**config.mk**
```make
export PLATFORM = sky130hd
export DESIGN_NAME = mpc_front
export DESIGN_NICKNAME = d
export VERILOG_FILES = /design/src/design/mpc_pkg.sv /design/src/design/mpc_front.sv
export SDC_FILE = /design/constraint.sdc
export NUM_CORES = 1
export LEC_CHECK = 0
export BUFFER_PORTS_ARGS = -buffer_cell sky130_fd_sc_hd__buf_2
export CORE_MARGIN = 2
export CORE_UTILIZATION = 50
export DETAILED_ROUTE_END_ITERATION = 16
export PLACE_DENSITY = 0.71
export SYNTH_ARGS = -nofsm -noshare
export SYNTH_HDL_FRONTEND = slang
export SYNTH_SLANG_ARGS = --single-unit
```
**constraint.sdc**
```tcl
create_clock -name clk_i -period 6.2 [get_ports clk_i]
set_clock_uncertainty 0.2 [all_clocks]
set_input_delay 1.24 -clock clk_i [delete_from_list [all_inputs] [get_ports clk_i]]
set_output_delay 1.24 -clock clk_i [all_outputs]
set_load 0.02 [all_outputs]
```
**src/design/mpc_pkg.sv**
```systemverilog
// shared types, constants and fixed-point helpers of the mandelbrot pixel colour unit
`default_nettype none

package mpc_pkg;

  // fixed-point format and sizes
  localparam int FRAC_BITS  = 28;
  localparam int MAX_SIZE   = 4096;
  localparam int PIX_W      = 12;
  localparam int SIZE_W     = 13;
  localparam int ITER_W     = 16;
  localparam int COL_W      = 8;
  localparam int CFG_DATA_W = 16;
  localparam int CFG_IDX_W  = 1;
  localparam int Q_W        = FRAC_BITS + 4;
  localparam int D_W        = $clog2(MAX_SIZE);
  localparam int QUO_W      = PIX_W + 1 + FRAC_BITS;
  localparam int QUO_CNT_W  = $clog2(QUO_W + 1);
  localparam int QDEPTH     = 2;
  localparam int QPTR_W     = (QDEPTH > 1) ? $clog2(QDEPTH) : 1;
  localparam int QCNT_W     = $clog2(QDEPTH + 1);

  // reset values of the registers
  localparam logic [SIZE_W-1:0] IMAGE_SIZE_RST = SIZE_W'(512);
  localparam logic [ITER_W-1:0] MAX_ITER_RST   = ITER_W'(256);

  // format limits, plain width and two bits of headroom
  localparam logic signed [Q_W-1:0] Q_MAX = {1'b0, {(Q_W-1){1'b1}}};
  localparam logic signed [Q_W-1:0] Q_MIN = {1'b1, {(Q_W-1){1'b0}}};
  localparam logic [Q_W-1:0]        Q_LIM = {1'b1, {(Q_W-1){1'b0}}};
  localparam logic signed [Q_W+1:0] Q_ONE_X =
    {{(Q_W+1-FRAC_BITS){1'b0}}, 1'b1, {FRAC_BITS{1'b0}}};
  localparam logic signed [Q_W+1:0] Q_ONE_HALF_X =
    {{(Q_W+2-FRAC_BITS){1'b0}}, 1'b1, {(FRAC_BITS-1){1'b0}}};
  localparam logic signed [Q_W+1:0] Q_FOUR_X =
    {{(Q_W-1-FRAC_BITS){1'b0}}, 1'b1, {(FRAC_BITS+2){1'b0}}};

  // register indexes
  typedef enum logic [CFG_IDX_W-1:0] {
    CFG_IMAGE_SIZE     = 1'b0,
    CFG_MAX_ITERATIONS = 1'b1
  } cfg_reg_e;

  typedef enum logic [1:0] {
    FR_IDLE,
    FR_DIV,
    FR_FIN
  } front_state_e;

  typedef enum logic [1:0] {
    BK_IDLE,
    BK_MUL,
    BK_UPD,
    BK_DONE
  } back_state_e;

  typedef struct packed {
    logic [PIX_W-1:0] x_pixel;
    logic [PIX_W-1:0] y_pixel;
  } pixel_t;

  typedef struct packed {
    logic [COL_W-1:0]  red;
    logic [COL_W-1:0]  green;
    logic [COL_W-1:0]  blue;
    logic [ITER_W-1:0] iterations_left;
  } result_t;

  typedef struct packed {
    logic [COL_W-1:0] red;
    logic [COL_W-1:0] green;
    logic [COL_W-1:0] blue;
  } rgb_t;

  // point c handed from the front to the back
  typedef struct packed {
    logic signed [Q_W-1:0] cx;
    logic signed [Q_W-1:0] cy;
  } coord_t;

  // palette
  localparam rgb_t RGB_BLACK = '{red: 8'd0,   green: 8'd0,   blue: 8'd0};
  localparam rgb_t RGB_PAL_0 = '{red: 8'd188, green: 8'd74,  blue: 8'd82};
  localparam rgb_t RGB_PAL_1 = '{red: 8'd231, green: 8'd112, blue: 8'd82};
  localparam rgb_t RGB_PAL_2 = '{red: 8'd245, green: 8'd163, blue: 8'd97};
  localparam rgb_t RGB_PAL_3 = '{red: 8'd231, green: 8'd196, blue: 8'd107};
  localparam rgb_t RGB_PAL_4 = '{red: 8'd41,  green: 8'd158, blue: 8'd143};

  // clamp a widened value to the fixed-point range
  function automatic logic signed [Q_W-1:0] sat_q(input logic signed [Q_W+1:0] v);
    logic signed [Q_W+1:0] hi;
    logic signed [Q_W+1:0] lo;
    hi = {2'b00, Q_MAX};
    lo = {2'b11, Q_MIN};
    if (v > hi) begin
      sat_q = Q_MAX;
    end else if (v < lo) begin
      sat_q = Q_MIN;
    end else begin
      sat_q = v[Q_W-1:0];
    end
  endfunction

  // truncate a magnitude product, apply the sign and clamp
  function automatic logic signed [Q_W-1:0] mul_fix(input logic [2*Q_W-1:0] prod,
                                                    input logic neg);
    logic [2*Q_W-FRAC_BITS-1:0] trunc;
    logic [Q_W-1:0]             mag;
    trunc = prod[2*Q_W-1:FRAC_BITS];
    if (trunc > {{(Q_W-FRAC_BITS){1'b0}}, Q_LIM}) begin
      mag = Q_LIM;
    end else begin
      mag = trunc[Q_W-1:0];
    end
    if (neg) begin
      mul_fix = ~mag + 1'b1;
    end else if (mag[Q_W-1]) begin
      mul_fix = Q_MAX;
    end else begin
      mul_fix = mag;
    end
  endfunction

endpackage

`default_nettype wire

```
**src/design/mpc_front.sv**
```systemverilog
// front part: accepts a pixel and maps it to the point c with a bit-serial divider
`default_nettype none

module mpc_front (
  input  wire                          clk_i,
  input  wire                          rst_ni,
  input  wire                          start_i,
  output logic                         busy_o,
  input  mpc_pkg::pixel_t              pixel_i,
  input  wire [mpc_pkg::SIZE_W-1:0]    image_size_i,
  output logic                         push_o,
  output mpc_pkg::coord_t              coord_o,
  input  wire                          full_i
);
  import mpc_pkg::*;

  front_state_e           state_q, state_d;
  logic [QUO_CNT_W-1:0]   cnt_q;
  logic [D_W-1:0]         div_q;
  logic [QUO_W-1:0]       num_q [2];
  logic [D_W-1:0]         rem_q [2];
  logic [QUO_W-1:0]       num_d [2];
  logic [D_W-1:0]         rem_d [2];
  logic [D_W:0]           trial_c [2];
  logic [D_W:0]           diff_c [2];
  logic [PIX_W-1:0]       pix_c [2];
  logic                   load_c;
  logic                   step_c;
  logic [SIZE_W-1:0]      size_c;
  logic [SIZE_W-1:0]      dsr_c;
  logic                   ovf_c [2];
  logic signed [Q_W+1:0]  quo_x [2];

  // next state
  always_comb begin
    state_d = state_q;
    case (state_q)
      FR_IDLE: begin
        if (start_i) state_d = FR_DIV;
      end
      FR_DIV: begin
        if (cnt_q == QUO_CNT_W'(1)) state_d = FR_FIN;
      end
      FR_FIN: begin
        if (!full_i) state_d = FR_IDLE;
      end
      default: state_d = FR_IDLE;
    endcase
  end

  // control outputs
  always_comb begin
    busy_o = 1'b1;
    load_c = 1'b0;
    step_c = 1'b0;
    push_o = 1'b0;
    case (state_q)
      FR_IDLE: begin
        busy_o = 1'b0;
        load_c = start_i;
      end
      FR_DIV:  step_c = 1'b1;
      FR_FIN:  push_o = !full_i;
      default: busy_o = 1'b1;
    endcase
  end

  // divisor: side clamped to the largest image, minus one, at least one
  always_comb begin
    size_c = (image_size_i > SIZE_W'(MAX_SIZE)) ? SIZE_W'(MAX_SIZE) : image_size_i;
    dsr_c  = (size_c < SIZE_W'(2)) ? SIZE_W'(1) : size_c - SIZE_W'(1);
  end

  // one restoring division step per lane, x and y side by side
  always_comb begin
    pix_c[0] = pixel_i.x_pixel;
    pix_c[1] = pixel_i.y_pixel;
    for (int l = 0; l < 2; l++) begin
      trial_c[l] = {rem_q[l], num_q[l][QUO_W-1]};
      diff_c[l]  = trial_c[l] - {1'b0, div_q};
      if (trial_c[l] >= {1'b0, div_q}) begin
        rem_d[l] = diff_c[l][D_W-1:0];
        num_d[l] = {num_q[l][QUO_W-2:0], 1'b1};
      end else begin
        rem_d[l] = trial_c[l][D_W-1:0];
        num_d[l] = {num_q[l][QUO_W-2:0], 1'b0};
      end
    end
  end

  always_ff @(posedge clk_i or negedge rst_ni) begin
    if (!rst_ni) begin
      state_q <= FR_IDLE;
      cnt_q   <= '0;
    end else begin
      state_q <= state_d;
      if (load_c) begin
        cnt_q <= QUO_CNT_W'(QUO_W);
      end else if (step_c) begin
        cnt_q <= cnt_q - QUO_CNT_W'(1);
      end
    end
  end

  // numerator 2p shifted up by the fraction, quotient bits enter at the bottom
  always_ff @(posedge clk_i) begin
    if (load_c) begin
      div_q <= dsr_c[D_W-1:0];
      for (int l = 0; l < 2; l++) begin
        num_q[l] <= {pix_c[l], {(FRAC_BITS+1){1'b0}}};
        rem_q[l] <= '0;
      end
    end else if (step_c) begin
      for (int l = 0; l < 2; l++) begin
        num_q[l] <= num_d[l];
        rem_q[l] <= rem_d[l];
      end
    end
  end

  // offset the quotients into c, an integer part of 16 or more pins the result
  always_comb begin
    for (int l = 0; l < 2; l++) begin
      ovf_c[l] = |num_q[l][QUO_W-1:Q_W];
      quo_x[l] = {2'b00, num_q[l][Q_W-1:0]};
    end
    coord_o.cx = ovf_c[0] ? Q_MAX : sat_q(quo_x[0] - Q_ONE_X - Q_ONE_HALF_X);
    coord_o.cy = ovf_c[1] ? Q_MIN : sat_q(Q_ONE_X - quo_x[1]);
  end

endmodule

`default_nettype wire

```
Yosys cells after proc, flatten, opt, wreduce, memory -nomap -nowiden
Memories as Yosys holds them, arrays and structs flattened.
Cells that the tools add are included.
Operators by class
  div/mod/pow operators: 0
  order comparisons: 8
  multipliers: 0
  multiplexer cells: 30
  reductions and logical operators: 6
  bitwise gates (word level): 4
  eq/ne operators: 6
  $add $sub $neg: 7
  shifts and indexed selects: 0
Operators by type and width (number)
  2-to-1 mux 32 bit: 6
  2-to-1 mux 41 bit: 2
  2-to-1 mux 12 bit: 4
  greater-than comparator 34 x 32 -> 1 bit, second input constant: 1
  < comparator 34 x 32 -> 1 bit, second input constant: 1
  subtractor 33 x 29 -> 34 bit, second input constant: 1
  greater-than comparator 33 x 32 -> 1 bit, second input constant: 1
  < comparator 33 x 32 -> 1 bit, second input constant: 1
  subtractor 29 x 32 -> 33 bit, first input constant: 1
  subtractor 32 x 29 -> 33 bit, second input constant: 1
  greater-or-equal comparator 13 x 12 -> 1 bit: 2
  subtractor 12 bit: 2
  OR reduction 9 bit: 2
  greater-than comparator 13 bit, second input constant: 1
  < comparator 13 x 2 -> 1 bit, second input constant: 1
  2-to-1 mux 13 bit: 1
  2-to-1 mux 6 bit: 2
  subtractor 12 x 1 -> 12 bit, second input constant: 1
  2-to-1 mux 1 bit: 11
  == test 6 x 1 -> 1 bit, second input constant: 1
  2-to-1 mux 2 bit: 3
  != test 2 bit, second input constant: 3
  case mux 2 bit (3 select lines): 1
  subtractor 6 x 1 -> 6 bit, second input constant: 1
  7 further kinds: 10
Storage, ports and cells
  ROM bits: 0
  latch bits: 0
  memories: 2
  RAM bits: 106
  logic and storage cells: 66
  input port bits: 41
  register bits after elaboration: 20
Memories
  num_q: depth 2, bits a word 41, read ports 2, clocked after memory_dff 0, wr ports 2, line mpc_front.sv:20  | logic [QUO_W-1:0] num_q [2];
  rem_q: depth 2, bits a word 12, read ports 2, clocked after memory_dff 0, wr ports 2, line mpc_front.sv:21  | logic [D_W-1:0] rem_q [2];

Depth between registers and ports, before layout
An unclocked memory read counts as a cell.
  word-level depth: 7
  depth in mapped cells: 10

Least setup slack after synthesis
OpenSTA, ideal clock, no wires.
  path kind: input to register
  start point: input port start_i
  end point: memory num_q[0][0] (netlist bit), enable pin
  setup slack: 1.862 ns
  path buffers: 0
  arrival time: 3.172 ns
  cell stages on the path: 2
  cells stage by stage: nand2_1 nand2_1
RTL lines
  start, declared: line mpc_front.sv:7  | input wire start_i,
  end, declared: line mpc_front.sv:20

==> impl_results.md <==
* Status: finished, final reports clean
* Sum Neg Setup Slack at 0 ns
* H-tree levels at 4
* Placed Cells at ~1100
* Area contributors post-synth: edfxtp_1 45%, ha_1 5.0%, nand2_1 4.9%, and2_1 4.3%, nor2_1 4.0%
* Synth Area in Compound Gates at between 10% and 20%
* Grt total ovfl at 0
* Synth cell count leaders: 118 x edfxtp_1, 101 x nand2_1, 84 x nor2_1, 54 x and2_1, 38 x a21o_1
* Routed Antenna Nets at 0
* Adder-cell share of the synthesized area at under 10%
* Asr flop ratio synth at under 10%
* Core Box Area at around 15000 um^2
* Hold Crit Class: flop to flop
* RSZ-0062 raised after global routing: false
* Max Clock Freq at just over 200 MHz
* I/O pins at approximately 110
* Post-Synth Simple-Gate Area at a little over a fifth
* CTS clk-pin slew, worst paths at around 0.06 ns
* Final worst-path cycle share at around four fifths
* Yosys warns at 0
* WL/cell at about 15 um
* Area leader, netlist: edfxtp_1
* Reg2Reg Depth at 9
* GP Congestion at between 0.8 and 0.9
* Syn_nets at between 800 and 900
* Fin area at around 9000 um^2
* Fin util at 59.6%
* Fillcell total at ~1400
* Count of different cell masters after synthesis at 62
* Clk_lat worst skew at about 0.42 ns
* CTS Buffer Depth at 2
* Non-filler instance count after layout at 1087
* Drt total wl at 16.5 mm
* Gate Count Post-Synth at approximately 800
* Post-synthesis xor/xnor area fraction at between 5 and 6%
* Min Tclk post-route at slightly below 5 ns
* DRC Markers at 0
* Fraction of synthesized area in multiplexers at 2.07%
* Vias at ~6000
* Pins over their slew limit at 0
* Setup violators final at 0
* Post-Syn Area at around 7800 um^2
* Register area share after synthesis at 48.0%
* Crit Path Category: flop to output port
* Antenna violations before repair at 0
* Peak supply drop at around 410 uV
* Chip height at 129 um
* Post-CTS setup repair buffer count at 0
* Die area at 16600 um^2
* Post-cts sizing count at 0
* Starting DRT DRC Count at between 300 and 400
* DP Area at 8470 um^2
* CP startpoint kind: flop
* Pwr dens at 530 nW/um^2
* Root Buffer: clkbuf_16
* Largest family of logic cells by synthesized area: simple AND/OR/NAND/NOR gates
* Worst setup EP type: output port
* Max Cap Viol at 0
* Antenna cells at 0
* Syn avg cell area at 9.83 um^2
* Layout Nets at between 900 and 1000
* Die X at roughly 130 um
* Critical Path RT at roughly 4.8 ns
* First drt pass iteration count at 7
* I/O Buffers at 106
* Top FF cell, synth: edfxtp_1
* Most frequent cell after synthesis: edfxtp_1
* Hold Path Depth at 1
* Post-synth EDFFs at 118
* Critical path arrival at approximately 3.4 ns
* Starting density of the core at around half
* Static Leak at 3.88 nW
* Rel. slew slack at about a quarter
* Num rows at 45
* Top-area cell type share of the netlist area at between 40% and 50%
* First-pass GRT wire length at ~27 mm
* CTS tree: built
* Total track usage at approximately a fifth
* Largest net degree at the start of global routing at 81
* Fraction of layout cells with a size suffix above 1 at approximately 17%
* Vias/cell at 5.55
* WHS at 0.329 ns
* CTS hold repair buffers at 0
* Dpl hpwl at 11.5 mm
* TritonCTS buffer count at 17
* CP max FO at 25
* Final-report hold violation count at 0
* Least-Margin Pin Slew at between 1 and 1.5 ns
* Vias in the first global route at 5593
* Flops & latches, synth at 126
* Area Overhead vs Synth at 16.2%
* Clock sink total at approximately 130
-- state kept, by name, summed over array words and instances, names as in the netlist --
signal / count
rem_q: 24
state_q: 2
cnt_q: 6
num_q: 82
div_q: 12
-- layout by cell type (no fill, tap or decap), types with 7 or more instances in the layout --
| cell | count |
|---|---|
| a211oi_1 | 7 |
| a21o_1 | 38 |
| a21oi_1 | 25 |
| and2_1 | 54 |
| buf_2 | 106 |
| clkbuf_16 | 17 |
| dfrtp_1 | 8 |
| edfxtp_1 | 118 |
| ha_1 | 31 |
| inv_1 | 36 |
| mux2i_1 | 15 |
| nand2_1 | 100 |
| nand3_1 | 8 |
| nand3b_1 | 8 |
| nand4_1 | 10 |
| nor2_1 | 84 |
| nor2b_1 | 9 |
| nor3_1 | 31 |
| nor4_1 | 9 |
| o21ai_0 | 28 |
| o31ai_1 | 7 |
| or4_1 | 7 |
| xnor2_1 | 22 |
| xor2_1 | 29 |
-- where the power goes --
group	switching (W)	internal (W)
logic	0.00118	0.000820
clock network	0.000382	0.000598
registers	0.000298	0.00153
total	0.00186	0.00295
-- cell type report --
type                    count  area, um^2  share of cell area [%]
multi-input cells         594        3790                    41.9
clock buffers              18         429                    4.74
inverters                  36         135                    1.49
flip-flops and latches    126        3740                    41.3
well taps                 188         235                    2.60
repair buffers            111         568                    6.27
clock inverters            14         158                    1.74
-- stage by stage --
step	total power [W]	setup WS, ns
floorplan	0.00336	1.86
global placement	0.00378	1.85
detailed placement	0.00383	1.78
CTS	0.00483	1.33
global route	0.00517	1.06
finish	0.00481	1.35
-- worst paths after layout --
kind | slack [ns] | end | startpoint
min | 0.33 | cnt_q[4] | cnt_q[4]
max in group asynchronous | 5.17 | cnt_q[4] | rst_ni
max reg2reg | 2.68 | rem_q[0][17] | div_q[1]
max | 1.35 | coord_o[24] | num_q[0][47]
min reg2reg | 0.33 | cnt_q[4] | cnt_q[4]
min in group asynchronous | 0.46 | cnt_q[5] | rst_ni
-- critical path: stages, from the launching register on --
cell,delay [ns]
edfxtp_1,0.45
or4_4,0.56
or3_1,0.46
or2_0,0.45
o31ai_4,0.24
o211ai_1,0.13
nand3_2,0.37
o21ai_0,0.15
buf_2,0.19
-- cells by family after synthesis --
group | count (synthesis)
AND/OR/NAND/NOR | 347
adder cells (fa/ha/maj) | 33
flip-flops | 126
multiplexers | 16
buffers and inverters | 74
XOR/XNOR | 51
AO/OA/AOI/OAI | 147
-- per-layer routing --
metal,global-route usage [%],routed length [um],vias to the layer above
met5,0,0,-
met4,6.46,218,0
li1,-,-,3025
met1,28.1,7820,2850
met2,32.6,7690,146
met3,3.74,736,17
No activity file was read; power rests on OpenSTA's default activity.
