**src/design/mpc_pkg.sv**
```systemverilog
// shared types, constants and fixed-point helpers of the mandelbrot pixel colour unit
`default_nettype none

package mpc_pkg;

  // fixed-point format and sizes
  localparam int FRAC_BITS  = 28;
  localparam int MAX_SIZE   = 4096;
  localparam int PIX_W      = 12;
  localparam int SIZE_W     = 13;
  localparam int ITER_W     = 16;
  localparam int COL_W      = 8;
  localparam int CFG_DATA_W = 16;
  localparam int CFG_IDX_W  = 1;
  localparam int Q_W        = FRAC_BITS + 4;
  localparam int D_W        = $clog2(MAX_SIZE);
  localparam int QUO_W      = PIX_W + 1 + FRAC_BITS;
  localparam int QUO_CNT_W  = $clog2(QUO_W + 1);
  localparam int QDEPTH     = 2;
  localparam int QPTR_W     = (QDEPTH > 1) ? $clog2(QDEPTH) : 1;
  localparam int QCNT_W     = $clog2(QDEPTH + 1);

  // reset values of the registers
  localparam logic [SIZE_W-1:0] IMAGE_SIZE_RST = SIZE_W'(512);
  localparam logic [ITER_W-1:0] MAX_ITER_RST   = ITER_W'(256);

  // format limits, plain width and two bits of headroom
  localparam logic signed [Q_W-1:0] Q_MAX = {1'b0, {(Q_W-1){1'b1}}};
  localparam logic signed [Q_W-1:0] Q_MIN = {1'b1, {(Q_W-1){1'b0}}};
  localparam logic [Q_W-1:0]        Q_LIM = {1'b1, {(Q_W-1){1'b0}}};
  localparam logic signed [Q_W+1:0] Q_ONE_X =
    {{(Q_W+1-FRAC_BITS){1'b0}}, 1'b1, {FRAC_BITS{1'b0}}};
  localparam logic signed [Q_W+1:0] Q_ONE_HALF_X =
    {{(Q_W+2-FRAC_BITS){1'b0}}, 1'b1, {(FRAC_BITS-1){1'b0}}};
  localparam logic signed [Q_W+1:0] Q_FOUR_X =
    {{(Q_W-1-FRAC_BITS){1'b0}}, 1'b1, {(FRAC_BITS+2){1'b0}}};

  // register indexes
  typedef enum logic [CFG_IDX_W-1:0] {
    CFG_IMAGE_SIZE     = 1'b0,
    CFG_MAX_ITERATIONS = 1'b1
  } cfg_reg_e;

  typedef enum logic [1:0] {
    FR_IDLE,
    FR_DIV,
    FR_FIN
  } front_state_e;

  typedef enum logic [1:0] {
    BK_IDLE,
    BK_MUL,
    BK_UPD,
    BK_DONE
  } back_state_e;

  typedef struct packed {
    logic [PIX_W-1:0] x_pixel;
    logic [PIX_W-1:0] y_pixel;
  } pixel_t;

  typedef struct packed {
    logic [COL_W-1:0]  red;
    logic [COL_W-1:0]  green;
    logic [COL_W-1:0]  blue;
    logic [ITER_W-1:0] iterations_left;
  } result_t;

  typedef struct packed {
    logic [COL_W-1:0] red;
    logic [COL_W-1:0] green;
    logic [COL_W-1:0] blue;
  } rgb_t;

  // point c handed from the front to the back
  typedef struct packed {
    logic signed [Q_W-1:0] cx;
    logic signed [Q_W-1:0] cy;
  } coord_t;

  // palette
  localparam rgb_t RGB_BLACK = '{red: 8'd0,   green: 8'd0,   blue: 8'd0};
  localparam rgb_t RGB_PAL_0 = '{red: 8'd188, green: 8'd74,  blue: 8'd82};
  localparam rgb_t RGB_PAL_1 = '{red: 8'd231, green: 8'd112, blue: 8'd82};
  localparam rgb_t RGB_PAL_2 = '{red: 8'd245, green: 8'd163, blue: 8'd97};
  localparam rgb_t RGB_PAL_3 = '{red: 8'd231, green: 8'd196, blue: 8'd107};
  localparam rgb_t RGB_PAL_4 = '{red: 8'd41,  green: 8'd158, blue: 8'd143};

  // clamp a widened value to the fixed-point range
  function automatic logic signed [Q_W-1:0] sat_q(input logic signed [Q_W+1:0] v);
    logic signed [Q_W+1:0] hi;
    logic signed [Q_W+1:0] lo;
    hi = {2'b00, Q_MAX};
    lo = {2'b11, Q_MIN};
    if (v > hi) begin
      sat_q = Q_MAX;
    end else if (v < lo) begin
      sat_q = Q_MIN;
    end else begin
      sat_q = v[Q_W-1:0];
    end
  endfunction

  // truncate a magnitude product, apply the sign and clamp
  function automatic logic signed [Q_W-1:0] mul_fix(input logic [2*Q_W-1:0] prod,
                                                    input logic neg);
    logic [2*Q_W-FRAC_BITS-1:0] trunc;
    logic [Q_W-1:0]             mag;
    trunc = prod[2*Q_W-1:FRAC_BITS];
    if (trunc > {{(Q_W-FRAC_BITS){1'b0}}, Q_LIM}) begin
      mag = Q_LIM;
    end else begin
      mag = trunc[Q_W-1:0];
    end
    if (neg) begin
      mul_fix = ~mag + 1'b1;
    end else if (mag[Q_W-1]) begin
      mul_fix = Q_MAX;
    end else begin
      mul_fix = mag;
    end
  endfunction

endpackage

`default_nettype wire

```
**src/design/mpc_queue.sv**
```systemverilog
// short queue of points between the front and the back
`default_nettype none

module mpc_queue (
  input  wire             clk_i,
  input  wire             rst_ni,
  input  wire             push_i,
  input  mpc_pkg::coord_t data_i,
  output logic            full_o,
  input  wire             pop_i,
  output logic            empty_o,
  output mpc_pkg::coord_t data_o
);
  import mpc_pkg::*;

  coord_t              mem_q [QDEPTH];
  logic [QPTR_W-1:0]   wr_ptr_q;
  logic [QPTR_W-1:0]   rd_ptr_q;
  logic [QCNT_W-1:0]   cnt_q;

  assign full_o  = (cnt_q == QCNT_W'(QDEPTH));
  assign empty_o = (cnt_q == '0);
  assign data_o  = mem_q[rd_ptr_q];

  // pointers and fill level
  always_ff @(posedge clk_i or negedge rst_ni) begin
    if (!rst_ni) begin
      wr_ptr_q <= '0;
      rd_ptr_q <= '0;
      cnt_q    <= '0;
    end else begin
      if (push_i) begin
        wr_ptr_q <= (wr_ptr_q == QPTR_W'(QDEPTH-1)) ? '0 : wr_ptr_q + QPTR_W'(1);
      end
      if (pop_i) begin
        rd_ptr_q <= (rd_ptr_q == QPTR_W'(QDEPTH-1)) ? '0 : rd_ptr_q + QPTR_W'(1);
      end
      if (push_i && !pop_i) begin
        cnt_q <= cnt_q + QCNT_W'(1);
      end else if (pop_i && !push_i) begin
        cnt_q <= cnt_q - QCNT_W'(1);
      end
    end
  end

  // storage
  always_ff @(posedge clk_i) begin
    if (push_i) begin
      mem_q[wr_ptr_q] <= data_i;
    end
  end

endmodule

`default_nettype wire

```
**config.mk**
```make
export PLATFORM = sky130hd
export DESIGN_NAME = mpc_queue
export DESIGN_NICKNAME = d
export VERILOG_FILES = /design/src/design/mpc_pkg.sv /design/src/design/mpc_queue.sv
export SDC_FILE = /design/constraint.sdc
export NUM_CORES = 1
export LEC_CHECK = 0
export BUFFER_PORTS_ARGS = -buffer_cell sky130_fd_sc_hd__buf_2
export CAP_MARGIN = 20
export CELL_PAD_IN_SITES_DETAIL_PLACEMENT = 1
export CELL_PAD_IN_SITES_GLOBAL_PLACEMENT = 1
export CORE_MARGIN = 1.5
export CORE_UTILIZATION = 40
export CTS_CLUSTER_SIZE = 12
export DETAILED_ROUTE_END_ITERATION = 6
export PLACE_DENSITY = 0.77
export REMOVE_ABC_BUFFERS = 1
export SETUP_SLACK_MARGIN = 0.15
export SLEW_MARGIN = 20
export SYNTH_ARGS = -nofsm -noshare
export SYNTH_HDL_FRONTEND = slang
export SYNTH_SLANG_ARGS = --single-unit
```
**constraint.sdc**
```tcl
create_clock -name clk_i -period 6.76 [get_ports clk_i]
set_input_delay 0.338 -clock clk_i [delete_from_list [all_inputs] [get_ports clk_i]]
set_output_delay 0.338 -clock clk_i [all_outputs]
set_load 0.01 [all_outputs]
```
## Word-level counts from Yosys, hierarchy flattened

Memories as Yosys holds them, arrays and structs flattened.
Cells that the tools add are included.

| storage, ports and cells | value |
|---|---|
| memories kept | 1 |
| output and inout port bits | 66 |
| register bits after elaboration | 4 |
| input port bits | 68 |
| word-level logic and storage cells | 21 |
| RAM bits | 128 |
| ROM bits | 0 |
| latch bits | 0 |

Memory list:

| memory | words | width | rd ports | clocked after Yosys merged registers in | write ports | line | source |
|---|---|---|---|---|---|---|---|
| mem_q | 2 | 64 | 1 | 0 | 1 | mpc_queue.sv:16 | `coord_t mem_q [QDEPTH];` |

| cells by class | value |
|---|---|
| $lt $le $gt $ge | 0 |
| bitwise gates (word level) | 0 |
| add/subtract/negate cells | 4 |
| div/mod/pow operators | 0 |
| eq/ne operators | 1 |
| reduce and logical (&&, ||, !) cells | 6 |
| shifts and indexed selects | 0 |
| multiplexer cells | 6 |
| multiply operators | 0 |

Operators with widths:

| kind | number |
|---|---|
| 1-bit 2-to-1 mux | 4 |
| 2-bit 2-to-1 mux | 2 |
| 1-bit adder, second input constant | 2 |
| 2-bit by 1-bit adder with 2-bit output, second input constant | 1 |
| 2-bit == test, second input constant | 1 |
| 1-bit logical AND | 2 |
| 1-bit zero test | 2 |
| 2-bit zero test | 1 |
| 2-bit nonzero test | 1 |
| 2-bit by 1-bit subtractor with 2-bit output, second input constant | 1 |

## Logic depth before layout (Yosys ltp)

Gate-level depths: netlist of run 1.

| depth | value |
|---|---|
| depth after elaboration | 4 |
| depth in mapped cells | 5 |
| gate-level depth less buffers | 5 |

## Worst setup path before layout of run 1

Ideal clock, no wire load.

| path | value |
|---|---|
| path type | reg2reg |
| start | register wr_ptr_q |
| end | memory mem_q[0][0] (netlist bit), enable pin |
| library setup time | 0.494 ns |
| required time | 6.266 ns |
| path slack | 3.019 ns |
| cell stages (with the launch flop) | 2 |
| buffers on the path | 0 |
| clock period less this slack | 3.741 ns |
| arrival | 3.247 ns |
| path through | dfrtp_1 nor2b_1 |

RTL lines:

| what | line | source |
|---|---|---|
| start: declaration | mpc_queue.sv:17 | `logic [QPTR_W-1:0] wr_ptr_q;` |
| start signal: assignment | mpc_queue.sv:33 | `wr_ptr_q <= (wr_ptr_q == QPTR_W'(QDEPTH-1)) ? '0 : wr_ptr_q + QPTR_W'(1);` |
| end: declaration | mpc_queue.sv:16 |  |

Straight into the memory's write port.

==> results of run 1 <==
==> power by group through the flow <==
stage	clock network (µW)	logic [µW]	registers, µW
floorplan	0	500	1220
global placement	0	701	1250
detailed placement	0	711	1260
CTS	911	714	1240
global route	936	805	1210
finish	890	745	1190
==> worst reg2reg max path, cell delays in order, from the launching register on <==
cell and delay [ns]:
dfrtp_1 0.43, nor2b_4 0.72, buf_4 0.56
==> layer usage <==
| metal | track usage | wire length [µm] |
|---|---|---|
| met4 | 0.0765 | 132 |
| met5 | 0 | 0 |
| met2 | 0.243 | 4570 |
| met1 | 0.164 | 3650 |
| met3 | 0.0543 | 644 |
==> registers in the layout (all words and copies together), names as in the netlist <==
name      cells
mem_q       128
cnt_q         2
wr_ptr_q      1
rd_ptr_q      1
==> per-stage QoR <==
step | instance area [µm²] | power [µW] | setup WS [ns]
floorplan | 4940 | 1720 | 3.02
global placement | 5840 | 1950 | 4.56
detailed placement | 5840 | 1970 | 4.53
CTS | 6420 | 2870 | 4.16
global route | 6440 | 2950 | 4.22
finish | 6440 | 2830 | 4.33
==> layout make-up <==
type                    instances  share of cell area
flip-flops and latches        132               0.613
multi-input cells              75               0.155
inverters                       1            0.000583
well taps                     168              0.0326
repair buffers                136               0.109
clock inverters                12              0.0214
clock buffers                  20              0.0678
==> cell usage after synthesis <==
master / instances
edfxtp_1: 128
xor2_1: 4
inv_1: 1
buf_6: 6
dfrtp_1: 4
mux2_4: 50
nor2b_1: 2
ha_1: 1
nor2_1: 2
and2_1: 1
buf_2: 1
xnor2_1: 1
mux2_2: 14
==> path summary, 6_finish.rpt <==
path,from,end,slack (ns),cells after the start
max,rd_ptr_q,data_o[37],4.33,3
min,data_i[4],mem_q[0][4],0.12,1
max reg2reg,wr_ptr_q,mem_q[0][56],4.68,2
min reg2reg,cnt_q[1],cnt_q[1],0.50,1
max in group asynchronous,rst_ni,rd_ptr_q,6.37,2
min in group asynchronous,rst_ni,wr_ptr_q,0.25,2
==> logic make-up after synthesis <==
group | after synthesis | synth area share
xor+xnor | 5 | 0.00874
fa+ha+maj | 1 | 0.00250
buf+inv | 8 | 0.0152
flops | 132 | 0.787
mux | 64 | 0.181
simple gates | 5 | 0.00524
==> layout by cell type, fill, tap and decap left out, drive strengths merged <==
cell type	n
and2	1
buf	135
bufinv	3
clkbuf	20
clkinv	9
dfrtp	4
dlygate4sd3	1
edfxtp	128
ha	1
inv	1
mux2	64
nor2	2
nor2b	2
xnor2	1
xor2	4
==> what timing repair did <==
item | 4_1_cts | 5_1_grt
gates resized for setup | 0 | 0
hold endpoints to repair | 4 | 0
hold buffers | 1 | 0
==> parameters.txt, run 1 <==
Parameter                              Value

Run status
  Run status    completed

Floorplanning
  Die area    13200 µm²
  X dimension of the die    115 µm
  Number of top-level pins    134
  Vertical die dimension    115 µm
  Starting density of the core    0.414
  Placement Rows    40
  Core footprint    12100 µm²

Timing
  Hold Slack    0.115 ns
  Max_slew headroom    0.390
  Post-route minimum period    2.43 ns
  Number of hold-slack violations in the final timing report    0
  Post-route fraction of the period consumed by the critical path    0.359
  Worst-case clock skew    0.00361 ns
  Setup violations, final    0
  Unrepaired setup endpoints after global routing    no
  Fmax    412 MHz
  Total negative slack    0 ns
  Slew at the pin closest to its max-slew limit    0.915 ns
  Total count of max-transition violations in the final report    0

Worst setup path
  Kind of cell with the highest combined delay on the critical path    flip-flops
  Required time of the critical path    6.42 ns
  Critical Path Slowest Stage Cell    dfrtp_4
  Critical path buffers and inverters    2
  Startpoint kind of the worst setup timing path    register
  Worst Setup Path Type    register to output port
  Slowest cell delay on critical path    0.82 ns
  Highest net fanout along the worst path    35
  Cell-by-cell trace of the critical path    buf_12 > mux2_2 > buf_2
  CP Data Arrival Time    2.09 ns
  Endpoint kind of the worst setup timing path    output port

Place
  Half-perimeter wire length after placement    5620 µm
  Post-Place Cells    510
  I/O Buffers    133
  Routability congestion estimate from global placement    0.655

Drt
  Total routed wirelength    9000 µm
  Post-detailed-route count of antenna-violating nets    0
  Routed WL per cell    16.5 µm
  Starting DRT DRC Count    74
  Post-detailed-route via-to-cell ratio    4.44
  Router iterations before antenna repair    4
  Vias after detailed routing    2415
  Number of remaining DRC errors    0

Finish
  Final cell count without fillers    544
  Antenna diodes    0
  Sequential standard cell area    3950 µm²
  Util after Layout    0.532
  Footprint of the multi-input gates    1000 µm²
  Filler Cells Inserted    1160
  Synth-to-Final Area Change    28.5%
  NumNets Final    432
  Fraction of final layout cells with drive strength greater than 1    0.612

Power
  Switching Fraction    0.269
  Comb power frac    0.264
  Worst supply voltage drop on vdd    0.420 mV
  Sequential group share of total power    0.421
  Leak pwr    0.00260 µW
  Internal Pwr Total    2070 µW
  Cell area power density    439 nW/µm²
  Part of the total power dissipated in the clock network    0.315
  Net switching power figure    760 µW

Clock tree
  H-tree depth reported by CTS    4
  Insertion delay of the later-clocked pin in the worst-skew pair    0.41 ns
  Cts bufs inserted    17
  Root buf cell    clkbuf_16
  Clock tree from TritonCTS    built
  Clock net sink count    132
  Number of buffers inserted by post-CTS setup repair    0
  Clock buffer depth    2
  Clk slew on worst S/H paths    0.05 ns

Global routing
  Largest net degree at the start of global routing    66
  Initial antenna violation count    0
  Number of global-route vias before repair    2694
  First-pass GRT wire length    13700 µm
  Overall overflow remaining after global route    0
  GRT Util Overall    0.146

Synthesis
  Avg Inst Size Synth    23.3 µm²
  Most area-hungry cell type in the Yosys netlist    edfxtp_1
  Synth area leaders    edfxtp_1, mux2_4, mux2_2
  Unique masters post-synth    13
  Part of the Yosys area used for sequential elements    0.787
  Cell area after synthesis    5010 µm²
  Gate count of the mapped netlist    215
  Area share of the largest cell type after synthesis    0.767
  Post-synthesis sequential element count    132
  Count of synthesis-stage warnings from yosys    0

Hold path
  Path type of the worst min-delay path    primary input to register

Run
  Max-cap violation count    0
Power figures use the tool's default switching activity.
==> run 2: changes to the inputs <==
--- a/config.mk
+++ b/config.mk
@@ -5,6 +5,7 @@
 export SDC_FILE = /design/constraint.sdc
 export NUM_CORES = 1
 export LEC_CHECK = 0
+export ABC_AREA = 1
 export BUFFER_PORTS_ARGS = -buffer_cell sky130_fd_sc_hd__buf_2
 export CAP_MARGIN = 20
 export CELL_PAD_IN_SITES_DETAIL_PLACEMENT = 1
==> constraint.sdc (replaced) <==
create_clock -name clk_i -period 2.38 [get_ports clk_i]
set_input_delay 0.119 -clock clk_i [delete_from_list [all_inputs] [get_ports clk_i]]
set_output_delay 0.119 -clock clk_i [all_outputs]
set_load 0.01 [all_outputs]
==> parameters.txt, run 2 <==
Parameter                              Value

Run status
  Run status    completed

Drt
  Routed WL per cell    17.5 µm (+5.7%)
  Router iterations before antenna repair    4 (unchanged)
  Number of remaining DRC errors    0 (unchanged)
  Post-detailed-route via-to-cell ratio    4.51 (+1.5%)
  Total routed wirelength    10900 µm (+21%)
  Vias after detailed routing    2808 (+16%)
  Starting DRT DRC Count    116 (+57%)
  Post-detailed-route count of antenna-violating nets    0 (unchanged)

Floorplanning
  Die area    13300 µm² (+0.39%)
  Number of top-level pins    134 (unchanged)
  X dimension of the die    115 µm (+0.20%)
  Core footprint    12200 µm² (+0.41%)
  Starting density of the core    0.414 (about the same)
  Vertical die dimension    115 µm (+0.20%)
  Placement Rows    40 (unchanged)

Timing
  Max_slew headroom    0.667 (+0.277)
  Post-route minimum period    1.87 ns
  Post-route fraction of the period consumed by the critical path    0.784
  Worst-case setup margin in the final layout    0.515 ns (-3.81 ns)
  Number of hold-slack violations in the final timing report    0 (unchanged)
  Setup violations, final    0 (unchanged)
  Hold Slack    0.0346 ns (-0.0807 ns)
  Unrepaired setup endpoints after global routing    no
  Fmax    536 MHz
  Worst-case clock skew    0.00556 ns (+0.00196 ns)
  Slew at the pin closest to its max-slew limit    0.499 ns (-0.416 ns)
  Total count of max-transition violations in the final report    0 (unchanged)

Worst setup path
  Endpoint kind of the worst setup timing path    output port
  Highest net fanout along the worst path    28 (-20%)
  Startpoint kind of the worst setup timing path    register
  Worst Setup Path Type    register to output port
  Required time of the critical path    2.26 ns (-4.16 ns)
  Slowest cell delay on critical path    0.53 ns (-0.29 ns)
  CP Data Arrival Time    1.75 ns (-0.34 ns)
  Cell-by-cell trace of the critical path    buf_12 > mux2_2 > buf_2
  Critical Path Slowest Stage Cell    dfrtp_4

Finish
  Largest register by flop count    mem_q
  Antenna diodes    0 (unchanged)
  Largest registers in the final layout    mem_q: 128 flops, cnt_q: 2 flops
  Final instance area    7240 µm² (+12%)
  Top library cells by usage in the layout, fill and taps aside    buf_2, edfxtp_1, dlygate4sd3_1
  Final cell count without fillers    623 (+15%)
  Most common cell after layout, fill and taps aside    buf_2
  Synth-to-Final Area Change    44.0%
  Fraction of final layout cells with drive strength greater than 1    0.514 (-0.0974)
  NumNets Final    511 (+18%)
  Number of flip-flops in the largest register    128 (unchanged)

Synthesis
  Gate count of the mapped netlist    224 (+4.2%)
  Synth area leaders    edfxtp_1, mux2_4, mux2_2
  Part of the Yosys area used for sequential elements    0.784 (-0.00313)
  Post-synth ARST share    0.0303 (unchanged)
  Most repeated cell in the gate-level netlist after synthesis    edfxtp_1
  Unique masters post-synth    14 (+1)
  Most used DFF post-synth    edfxtp_1
  Post-synth EDFFs    128 (unchanged)
  Avg Inst Size Synth    22.5 µm² (-3.6%)
  Count of synthesis-stage warnings from yosys    0 (unchanged)
  Most used standard cells in the synthesized netlist    edfxtp_1, mux2_4, mux2_2
  Cell area after synthesis    5030 µm² (+0.40%)
  Area share of the largest cell type after synthesis    0.764 (-0.00305)
  Post-synthesis sequential element count    132 (unchanged)
  Most area-hungry cell type in the Yosys netlist    edfxtp_1

Hold path
  Path type of the worst min-delay path    primary input to asynchronous set/reset pin

Run
  Max-cap violation count    0 (unchanged)

Global routing
  Overall overflow remaining after global route    0 (unchanged)
  First-pass GRT wire length    16500 µm (+20%)
  Largest net degree at the start of global routing    37 (-44%)
  Initial antenna violation count    0 (unchanged)
  GRT Util Overall    0.174 (+0.0282)
  Number of global-route vias before repair    3191 (+18%)

Clock tree
  Number of buffers inserted by post-CTS setup repair    0 (unchanged)
  Clock net sink count    132 (unchanged)
  Clock tree from TritonCTS    built
  Cts bufs inserted    17 (unchanged)
  Clk slew on worst S/H paths    0.06 ns (about the same)
  Clock buffer depth    2 (unchanged)
  Insertion delay of the later-clocked pin in the worst-skew pair    0.41 ns (about the same)
  H-tree depth reported by CTS    4 (unchanged)
  Root buf cell    clkbuf_16

Place
  Post-Place Cells    524 (+2.7%)
  Half-perimeter wire length after placement    6380 µm (+13%)
  Pre-CTS WS    0.816 ns (-3.72 ns)
  Routability congestion estimate from global placement    0.642 (-1.9%)
  Placed Area    5930 µm² (+1.6%)
  I/O Buffers    133 (unchanged)

Power
  Sequential group share of total power    0.382 (-0.039)
  Switching Fraction    0.265 (-0.00445)
  Comb power frac    0.284 (+0.020)
  Cell area power density    1180 nW/µm² (+170%)
  Part of the total power dissipated in the clock network    0.334 (+0.019)
  Worst supply voltage drop on vdd    0.836 mV (+99%)
  Internal Pwr Total    6310 µW (+210%)
  Leak pwr    0.00296 µW (+14%)
  Net switching power figure    2270 µW (+200%)
==> run 2: cell count changes after synthesis, sizes merged <==
cell	previous run	this run
xor2	4	2
nand2	0	5
inv	1	7
nand3	0	1
nor2b	2	0
nor2	2	3
and2	1	0
nand4	0	1
==> run 2: final timing paths <==
check / end / cells after the start / start / slack, ns
setup / recovery: data_o[35] / 3 / rd_ptr_q / 0.51
hold / removal: cnt_q[1] / 2 / rst_ni / 0.03
setup reg to reg: mem_q[1][4] / 3 / wr_ptr_q / 0.85
hold reg to reg: cnt_q[1] / 2 / cnt_q[1] / 0.55
max in group asynchronous: rd_ptr_q / 2 / rst_ni / 2.19
min in group clk_i: mem_q[1][54] / 2 / data_i[54] / 0.43
==> run 2: final cells by class <==
type	instances	area [µm²]
Inverter	7	26.3
Fill cell	1125	4920
Clock buffer	20	437
Clock inverter	12	209
Multi-Input combinational cell	78	996
Sequential cell	132	3950
Tap cell	168	210
Timing Repair Buffer	206	1420
==> run 2: timing repair <==
| action | 4_1_cts | 5_1_grt |
|---|---|---|
| hold buffers | 67 | 0 |
| endpoints found under the hold margin | 134 | 0 |
| gates resized for setup | 0 | 0 |
==> run 2: kinds of logic (layout without fill, tap and decap cells) <==
family / after synthesis / after routing / share of synthesized area
XOR/XNOR: 3 / 3 / 0.00522
adder cells (fa/ha/maj): 1 / 1 / 0.00249
buffers and inverters: 14 / 245 / 0.0196
flip-flops: 132 / 132 / 0.784
multiplexers: 64 / 64 / 0.181
AND/OR/NAND/NOR: 10 / 10 / 0.00821
==> run 2: layer usage <==
layer	vias up	GRT usage	part of all wire
li1	1310	-	-
met4	0	0.0708	0.014
met5	-	0	0
met2	90	0.315	0.54
met3	17	0.0538	0.043
met1	1391	0.189	0.40
==> run 2: power groups by stage <==
stage / Clock, µW / Combinational [µW] / Sequential, µW
6_report: 2870 / 2440 / 3280
5_1_grt: 3010 / 2600 / 3320
4_1_cts: 2900 / 2460 / 3280
3_5_place_dp: 0 / 2370 / 3320
3_3_place_gp: 0 / 2330 / 3280
2_1_floorplan: 0 / 1430 / 3460
==> run 2: worst max-delay path, delay by kind of cell, from the launching register on <==
kind	cells	cell delay [ns]
buffers and inverters	2	0.40
flip-flops	1	0.53
multiplexers	1	0.37
==> run 2: through the flow <==
step                setup TNS [ns]  utilization  total power [µW]
floorplan                  -101.92            -              4890
global placement                 0        0.487              5610
detailed placement               0        0.487              5690
CTS                              0        0.596              8650
global route                     0        0.596              8930
finish                           0        0.596              8580
==> run 3: changes to the inputs <==
--- a/config.mk
+++ b/config.mk
@@ -14,7 +14,7 @@
 export CORE_UTILIZATION = 40
 export CTS_CLUSTER_SIZE = 12
 export DETAILED_ROUTE_END_ITERATION = 6
-export PLACE_DENSITY = 0.77
+export PLACE_DENSITY = 0.8
 export REMOVE_ABC_BUFFERS = 1
 export SETUP_SLACK_MARGIN = 0.15
 export SLEW_MARGIN = 20
==> constraint.sdc (replaced) <==
create_clock -name clk_i -period 1.6 [get_ports clk_i]
set_input_delay 0.08 -clock clk_i [delete_from_list [all_inputs] [get_ports clk_i]]
set_output_delay 0.08 -clock clk_i [all_outputs]
set_load 0.01 [all_outputs]
==> parameters.txt, run 3 (same netlist as run 2, synthesis figures left out) <==
Parameter                              Value

Power
  Cell area power density    1770 nW/µm² (+50%)
  Worst supply voltage drop on vdd    0.909 mV (+8.7%)
  Leak pwr    0.00316 µW (+7.0%)
  Part of the total power dissipated in the clock network    0.283 (-0.051)
  Switching Fraction    0.267 (+0.00266)
  Internal Pwr Total    10100 µW (+59%)
  Sum of internal, switching and leakage power    13700 µW (+60%)
  Comb power frac    0.361 (+0.077)
  Sequential group share of total power    0.356 (-0.026)
  Net switching power figure    3670 µW (+62%)

Timing
  Post-route fraction of the period consumed by the critical path    1.08
  Post-route minimum period    1.73 ns
  Number of hold-slack violations in the final timing report    0 (unchanged)
  Unrepaired setup endpoints after global routing    yes
  Slew at the pin closest to its max-slew limit    0.353 ns (-0.146 ns)
  Worst-case setup margin in the final layout    -0.128 ns (-0.643 ns)
  Fmax    579 MHz
  Worst-case clock skew    0.00672 ns (+0.00116 ns)
  Total negative slack    -6.92 ns (-6.92 ns)
  Max_slew headroom    0.765 (+0.0980)
  Total count of max-transition violations in the final report    0 (unchanged)
  Setup violations, final    64 (+64)

Hold path
  Worst hold path cell count    2
  Path type of the worst min-delay path    primary input to register
  Min-delay src    data_i[33]
  Terminating pin of the worst hold path    mem_q[1][33]

Finish
  Fraction of final layout cells with drive strength greater than 1    0.512 (-0.00230)
  Synth-to-Final Area Change    53.8%
  Most common cell after layout, fill and taps aside    edfxtp_1
  NumNets Final    515 (+0.78%)
  Top library cells by usage in the layout, fill and taps aside    edfxtp_1, buf_2, dlygate4sd3_1
  Filler Cells Inserted    1086 (-3.5%)
  Final cell count without fillers    627 (+0.64%)
  Number of flip-flops in the largest register    128 (unchanged)
  Largest register by flop count    mem_q
  Antenna diodes    0 (unchanged)
  Util after Layout    0.636 (+0.0406)
  Largest registers in the final layout    mem_q: 128 flops, cnt_q: 2 flops

Drt
  Total routed wirelength    12000 µm (+10%)
  Routed WL per cell    19.1 µm (+9.5%)
  Starting DRT DRC Count    96 (-17%)
  Vias after detailed routing    2838 (+1.1%)
  Post-detailed-route via-to-cell ratio    4.53 (+0.42%)
  Number of remaining DRC errors    0 (unchanged)
  Router iterations before antenna repair    4 (unchanged)
  Post-detailed-route count of antenna-violating nets    0 (unchanged)

Clock tree
  Clk slew on worst S/H paths    0.05 ns (about the same)
  H-tree depth reported by CTS    4 (unchanged)
  Insertion delay of the later-clocked pin in the worst-skew pair    0.41 ns (about the same)
  Root buf cell    clkbuf_16
  Clock net sink count    132 (unchanged)
  Clock tree from TritonCTS    built
  Cts bufs inserted    17 (unchanged)
  Clock buffer depth    2 (unchanged)

Worst setup path
  Register-to-register setup slack    0.33 ns (-0.52 ns)
  Worst r2r path cells    2 (-1)
  Startpoint kind of the worst setup timing path    register
  Worst Setup Path Type    register to output port
  CP Data Arrival Time    1.65 ns (-0.10 ns)
  Required time of the critical path    1.52 ns (-0.74 ns)
  Beginning of the worst register-to-register path    wr_ptr_q
  Highest net fanout along the worst path    20 (-29%)
  Capture point of the worst reg-to-reg path    mem_q[0][32]
  Endpoint kind of the worst setup timing path    output port

Run status
  Run status    finished, violations left
  Violations in the final reports    setup timing

Floorplanning
  Number of top-level pins    134 (unchanged)
  X dimension of the die    115 µm (unchanged)
  Placement Rows    40 (unchanged)
  Core footprint    12200 µm² (unchanged)
  Die area    13300 µm² (unchanged)
  Starting density of the core    0.414 (unchanged)
  Vertical die dimension    115 µm (unchanged)

Global routing
  Overall overflow remaining after global route    0 (unchanged)
  Number of global-route vias before repair    3217 (+0.81%)
  Initial antenna violation count    0 (unchanged)
  First-pass GRT wire length    16900 µm (+2.3%)
  GRT Util Overall    0.179 (+0.00522)
  Largest net degree at the start of global routing    41 (+11%)

Place
  I/O Buffers    133 (unchanged)
  Post-Place Cells    524 (unchanged)
  Routability congestion estimate from global placement    0.663 (+3.3%)
  Half-perimeter wire length after placement    6250 µm (-1.9%)

Run
  Max-cap violation count    0 (unchanged)
-- run 3: cell count changes in the layout (fill, tap and decap cells not counted), moves of 2 or more --
cell and change:
buf_2 -61, buf_6 +61, clkbuf_8 +6, clkbuf_1 +3
mux2_4 +14, clkbuf_16 +2, mux2_2 -14, buf_16 +2
bufinv_16 -4, clkinv_2 -5
-- run 3: through the flow --
step	worst slack, ns	cell area, µm²	hold WS [ns]
floorplan	-1.97	4960	-0.216
global placement	0.272	5940	-0.107
detailed placement	0.259	5940	-0.102
CTS	-0.173	7580	0.372
global route	-0.165	7740	0.386
finish	-0.128	7740	0.387
-- run 3: worst max-delay path by stage --
stage,endpoint,cells after the start,slack (ns),startpoint
after floorplan,mem_q[0][0],1,-1.97,wr_ptr_q
after global placement,data_o[42],3,0.27,rd_ptr_q
after detailed placement,data_o[42],3,0.26,rd_ptr_q
after CTS,data_o[37],3,-0.17,rd_ptr_q
after global routing,data_o[46],3,-0.16,rd_ptr_q
final,data_o[46],3,-0.13,rd_ptr_q
-- run 3: area by class of cell --
class	instances	area [µm²]	area share
Clock buffer	29	531	0.0686
Inverter	7	26.3	0.00340
Tap cell	168	210	0.0272
Multi-Input combinational cell	78	1050	0.135
Timing Repair Buffer	210	1910	0.247
Clock inverter	3	67.6	0.00873
Sequential cell	132	3950	0.510
-- run 3: routing by layer --
| metal | GRT usage | share of wire |
|---|---|---|
| met1 | 0.182 | 0.37 |
| met2 | 0.342 | 0.57 |
| met3 | 0.0480 | 0.042 |
| met4 | 0.0790 | 0.018 |
| met5 | 0 | 0 |
-- run 3: critical path, cell delays in order (launching register included) --
cell	delay (ns)
dfrtp_4	0.57
buf_16	0.21
mux2_4	0.30
buf_2	0.14
-- run 3: power by group through the flow --
stage / Sequential, µW / Clock (µW) / Combinational (µW)
after floorplan: 5080 / 0 / 1850
after global placement: 4830 / 0 / 3520
after detailed placement: 4890 / 0 / 3570
after CTS: 4860 / 3920 / 4570
after global routing: 4950 / 4050 / 5230
final: 4890 / 3880 / 4960
-- run 3: what timing repair did --
action | CTS | global route
setup endpoints to repair | 64 | 64
hold buffers | 68 | 0
gates resized for setup | 55 | 22
pin swaps | 0 | 0
buffers inserted | 0 | 0
hold endpoints to repair | 134 | 0
gates cloned | 1 | 2
